===== src/rtl/ceuler_ram.sv =====
// generic single write port ram with registered read
// no dependencies
`timescale 1ns / 1ps
`default_nettype none

module ceuler_ram #(
    parameter int WIDTH = 32,
    parameter int DEPTH = 64
) (
    input  wire logic                                   i_clk,
    input  wire logic                                   i_wr_en,
    input  wire logic [((DEPTH > 1) ? $clog2(DEPTH) : 1)-1:0] i_wr_addr,
    input  wire logic [WIDTH-1:0]                       i_wr_data,
    input  wire logic                                   i_rd_en,
    input  wire logic [((DEPTH > 1) ? $clog2(DEPTH) : 1)-1:0] i_rd_addr,
    output      logic [WIDTH-1:0]                       o_rd_data
);

    logic [WIDTH-1:0] r_mem [DEPTH];

    always_ff @(posedge i_clk) begin
        if (i_wr_en) begin
            r_mem[i_wr_addr] <= i_wr_data;
        end
        if (i_rd_en) begin
            o_rd_data <= r_mem[i_rd_addr];
        end
    end

endmodule

`default_nettype wire


===== config.mk =====
export PLATFORM = sky130hd
export DESIGN_NAME = ceuler_ram
export DESIGN_NICKNAME = d
export VERILOG_FILES = /design/src/rtl/ceuler_ram.sv
export SDC_FILE = /design/constraint.sdc
export NUM_CORES = 2
export LEC_CHECK = 0
export ABC_AREA = 1
export BUFFER_PORTS_ARGS = -buffer_cell sky130_fd_sc_hd__buf_4
export CORE_MARGIN = 5
export CORE_UTILIZATION = 40
export CTS_CLUSTER_DIAMETER = 50
export DETAILED_ROUTE_END_ITERATION = 8
export PLACE_DENSITY = 0.56
export SYNTH_ARGS = -nofsm -noshare
export SYNTH_HDL_FRONTEND = slang
export SYNTH_SLANG_ARGS = --single-unit

===== constraint.sdc =====
create_clock -name i_clk -period 8.5 [get_ports i_clk]
set_clock_uncertainty 0.05 [all_clocks]
set_input_delay 0 -clock i_clk [delete_from_list [all_inputs] [get_ports i_clk]]
set_output_delay 0 -clock i_clk [all_outputs]
set_load 0.05 [all_outputs]

==> results.yml <==
run_status:
  outcome: "complete, no violations"
finish:
  final_cell_mix: "nand2_1, edfxtp_1, nand3_1"
  nFillCells: 18600
  multi_input_area_mm2: 0.0188
  final_common_cell: "nand2_1"
  drive_gt1_share_pct: 8.10
  area_growth_pct: 12.6
  nNetsFinal: 6829
  fin_cells: 9664
  ff_latch_area_mm2: 0.0625
setup_path:
  max_stage_delay_ns: 0.91
  reg2reg_to: "o_rd_data[0]$_DFFE_PP_"
  crit_path_end_kind: "flip-flop"
  cp_num_buf_inv: 7
  path_class: "primary input to flip-flop"
  timing.rr.start: "r_mem[8][0]$_DFFE_PP_"
  crit_slowest_cell: "buf_4"
  path_max_fanout: 92
  critPathTopFamily: "buffers and inverters"
  worstSetupStartpointType: "primary input"
  crit_start: "i_rd_addr[0]"
  crit_cells: 15
  arrival_ns: 5.52
  reg2regPathDepth: 11
  endpoint: "o_rd_data[0]$_DFFE_PP_"
  cp.required_ns: 9.15
  ff2ff_setup_slack_ns: 5.50
  crit_chain: "buf_8 -> buf_4 -> buf_4 -> buf_4 -> nand2_1 -> nand3_1 -> nand3_1 -> nand3_1 -> dlygate4sd3_1 -> nand3_1 -> dlygate4sd3_1 -> nand2_1 -> nand2_1 -> nand2_1 -> dlygate4sd3_1"
placement:
  io_buffer_count: 78
  gp_congestion: 0.812
  dp_cells: 9225
  dpl.hpwl_mm: 125
  dp_slack_ns: 4.44
synth:
  syn_inst: 6769
  synth_top_area_share_pct: 75.2
  yosys_warnings: 0
  ys_ff_latch: 2080
  synthesis.nets: 6816
  yosysSeqAreaShare_pct: 75.2
  synth_cell_types: 15
  synth_area_leaders: "edfxtp_1, nand3_1, nand2_1"
  synth_area_per_cell_um2: 12.3
  synth_largest_area_cell: "edfxtp_1"
  syn-cell-area_mm2: 0.0831
power:
  cellPowerDensity_mw_per_mm2: 234
  p_clk_share_pct: 41.6
  max-vdd-ir-drop_mv: 0.176
  sw_frac_of_total_pct: 22.9
  power.leakage_nw: 32.5
  comb_power_share_pct: 6.3
  p_int_w: 0.0169
  p_seq_share_pct: 52.1
  power_w: 0.0219
  p_switching_w: 0.00502
clocking:
  tritoncts: "built"
  numCtsBuffers: 212
  clock_latency_ns: 0.85
  clock-sinks: 2080
  cts_max_level: 4
  cts_buffer_depth: 3
  clk_pin_slew_ns: 0.06
  cts-root-buf: "clkbuf_16"
  post_cts_buffers: 0
detailed_routing:
  wl_per_cell_um: 26.2
  drcViolationCount: 0
  detail_route.first_pass.iterations: 6
  final_antenna_net_count: 0
  wl_mm: 253
  first_iter_violations: 6800
  vias: 54000
  vias_per_cell: 5.58
floorplan:
  die_area_mm2: 0.217
  pin_count: 79
  core_mm2: 0.207
  die_w_um: 466
  row_count: 167
  start_util_pct: 40.2
  fp.dieH_um: 466
timing:
  setup_violations: 0
  max-slew-margin-rel_pct: 18.3
  worst_slew_pin_slew_ns: 1.23
  rsz0062_at_grt: "no"
  period_needed_ns: 4.87
  drv_slew: 0
  finalHoldViolations: 0
  layout_setup_ws_ns: 3.63
  setup_tns_ns: 0
  fin_crit_sh_pct: 57.2
  max_freq_mhz: 206
global_routing:
  grt_util_all_layers_pct: 22.7
  overflow: 0
  grt_pass1_vias: 50500
  grt_pass1_wl_mm: 361
  antenna_found_initial: 18
  grt_max_degree: 210
worst_hold_path:
  worst_hold_path_type: "primary input to flip-flop"
flow_run:
  maxCapViolations: 0
-- per-layer routing --
| layer | track usage [%] | share of wire, % | routed length [um] |
|---|---|---|---|
| met4 | 8.63 | 4.0 | 10000 |
| met3 | 3.72 | 7.7 | 19300 |
| met2 | 36.0 | 47 | 118000 |
| met1 | 31.7 | 42 | 105000 |
| met5 | 0 | 0.0051 | 13 |
-- timing repair --
item,CTS,global route
hold endpoints to repair,2411,0
gates resized for setup,0,0
hold buffers,47,0
-- final cells by class --
type / count / share of cell area (%)
antenna: 11 / 0.0294
clock buffer: 256 / 5.89
clock inverter: 125 / 1.27
inverter: 12 / 0.0869
multi-input combinational: 4228 / 20.1
sequential: 2080 / 66.8
tap: 2704 / 3.62
timing repair buffer: 248 / 2.28
-- synth_stat cells --
cell type  instances
nor4_1             8
inv_2              2
buf_2            282
clkbuf_1          77
nand2_1         2248
nor2_1            56
inv_4              1
buf_4             45
inv_1              9
buf_1             40
buf_6              3
edfxtp_1        2080
nand3_1         1907
nand4_1            9
buf_8              2
-- cells by family after synthesis --
logic type	synth area share [%]
buf+inv	2.77
flops	75.2
simple gates	22.0
-- worst min-delay path by stage --
stage	startpoint	to	slack, ns	depth (start not counted)
2_1_floorplan	i_wr_data[0]	r_mem[0][0]$_DFFE_PP_	0.05	0
5_1_grt	i_wr_addr[4]	r_mem[55][16]$_DFFE_PP_	0.09	4
3_5_place_dp	i_wr_addr[2]	r_mem[49][17]$_DFFE_PP_	0.37	2
4_1_cts	i_wr_addr[4]	r_mem[55][31]$_DFFE_PP_	0.04	4
3_3_place_gp	i_wr_addr[2]	r_mem[49][17]$_DFFE_PP_	0.37	2
6_report	i_rd_addr[4]	o_rd_data[4]$_DFFE_PP_	0.11	4
-- stage by stage --
stage / hold WS, ns / utilization [%] / instance area, um2
2_1_floorplan: 0.0489 / - / 83100
3_3_place_gp: 0.368 / 41.7 / 86400
3_5_place_dp: 0.369 / 41.7 / 86400
4_1_cts: 0.0444 / 45.2 / 93500
5_1_grt: 0.0900 / 45.2 / 93500
6_report: 0.109 / 45.2 / 93600
-- power groups by stage --
stage	Clock, W	Sequential (W)	Combinational [W]
3_5_place_dp	0	0.0116	0.00136
2_1_floorplan	0	0.0117	0.000698
6_report	0.00912	0.0114	0.00138
4_1_cts	0.00926	0.0114	0.00139
3_3_place_gp	0	0.0116	0.00135
5_1_grt	0.00969	0.0114	0.00149
-- registers in the layout (all words and copies together), names as in the netlist --
register / count
o_rd_data: 32
r_mem: 2048
-- worst register-to-register path, stage by stage (launching register included) --
cell and delay (ns):
edfxtp_1 0.38, nand2_1 0.08, nand3_1 0.08, nand3_1 0.13, nand3_1 0.09, dlygate4sd3_1 0.59, nand3_1 0.07, dlygate4sd3_1 0.55
nand2_1 0.05, nand2_1 0.07, nand2_1 0.05, dlygate4sd3_1 0.56
(Power assumes the default switching activity.)
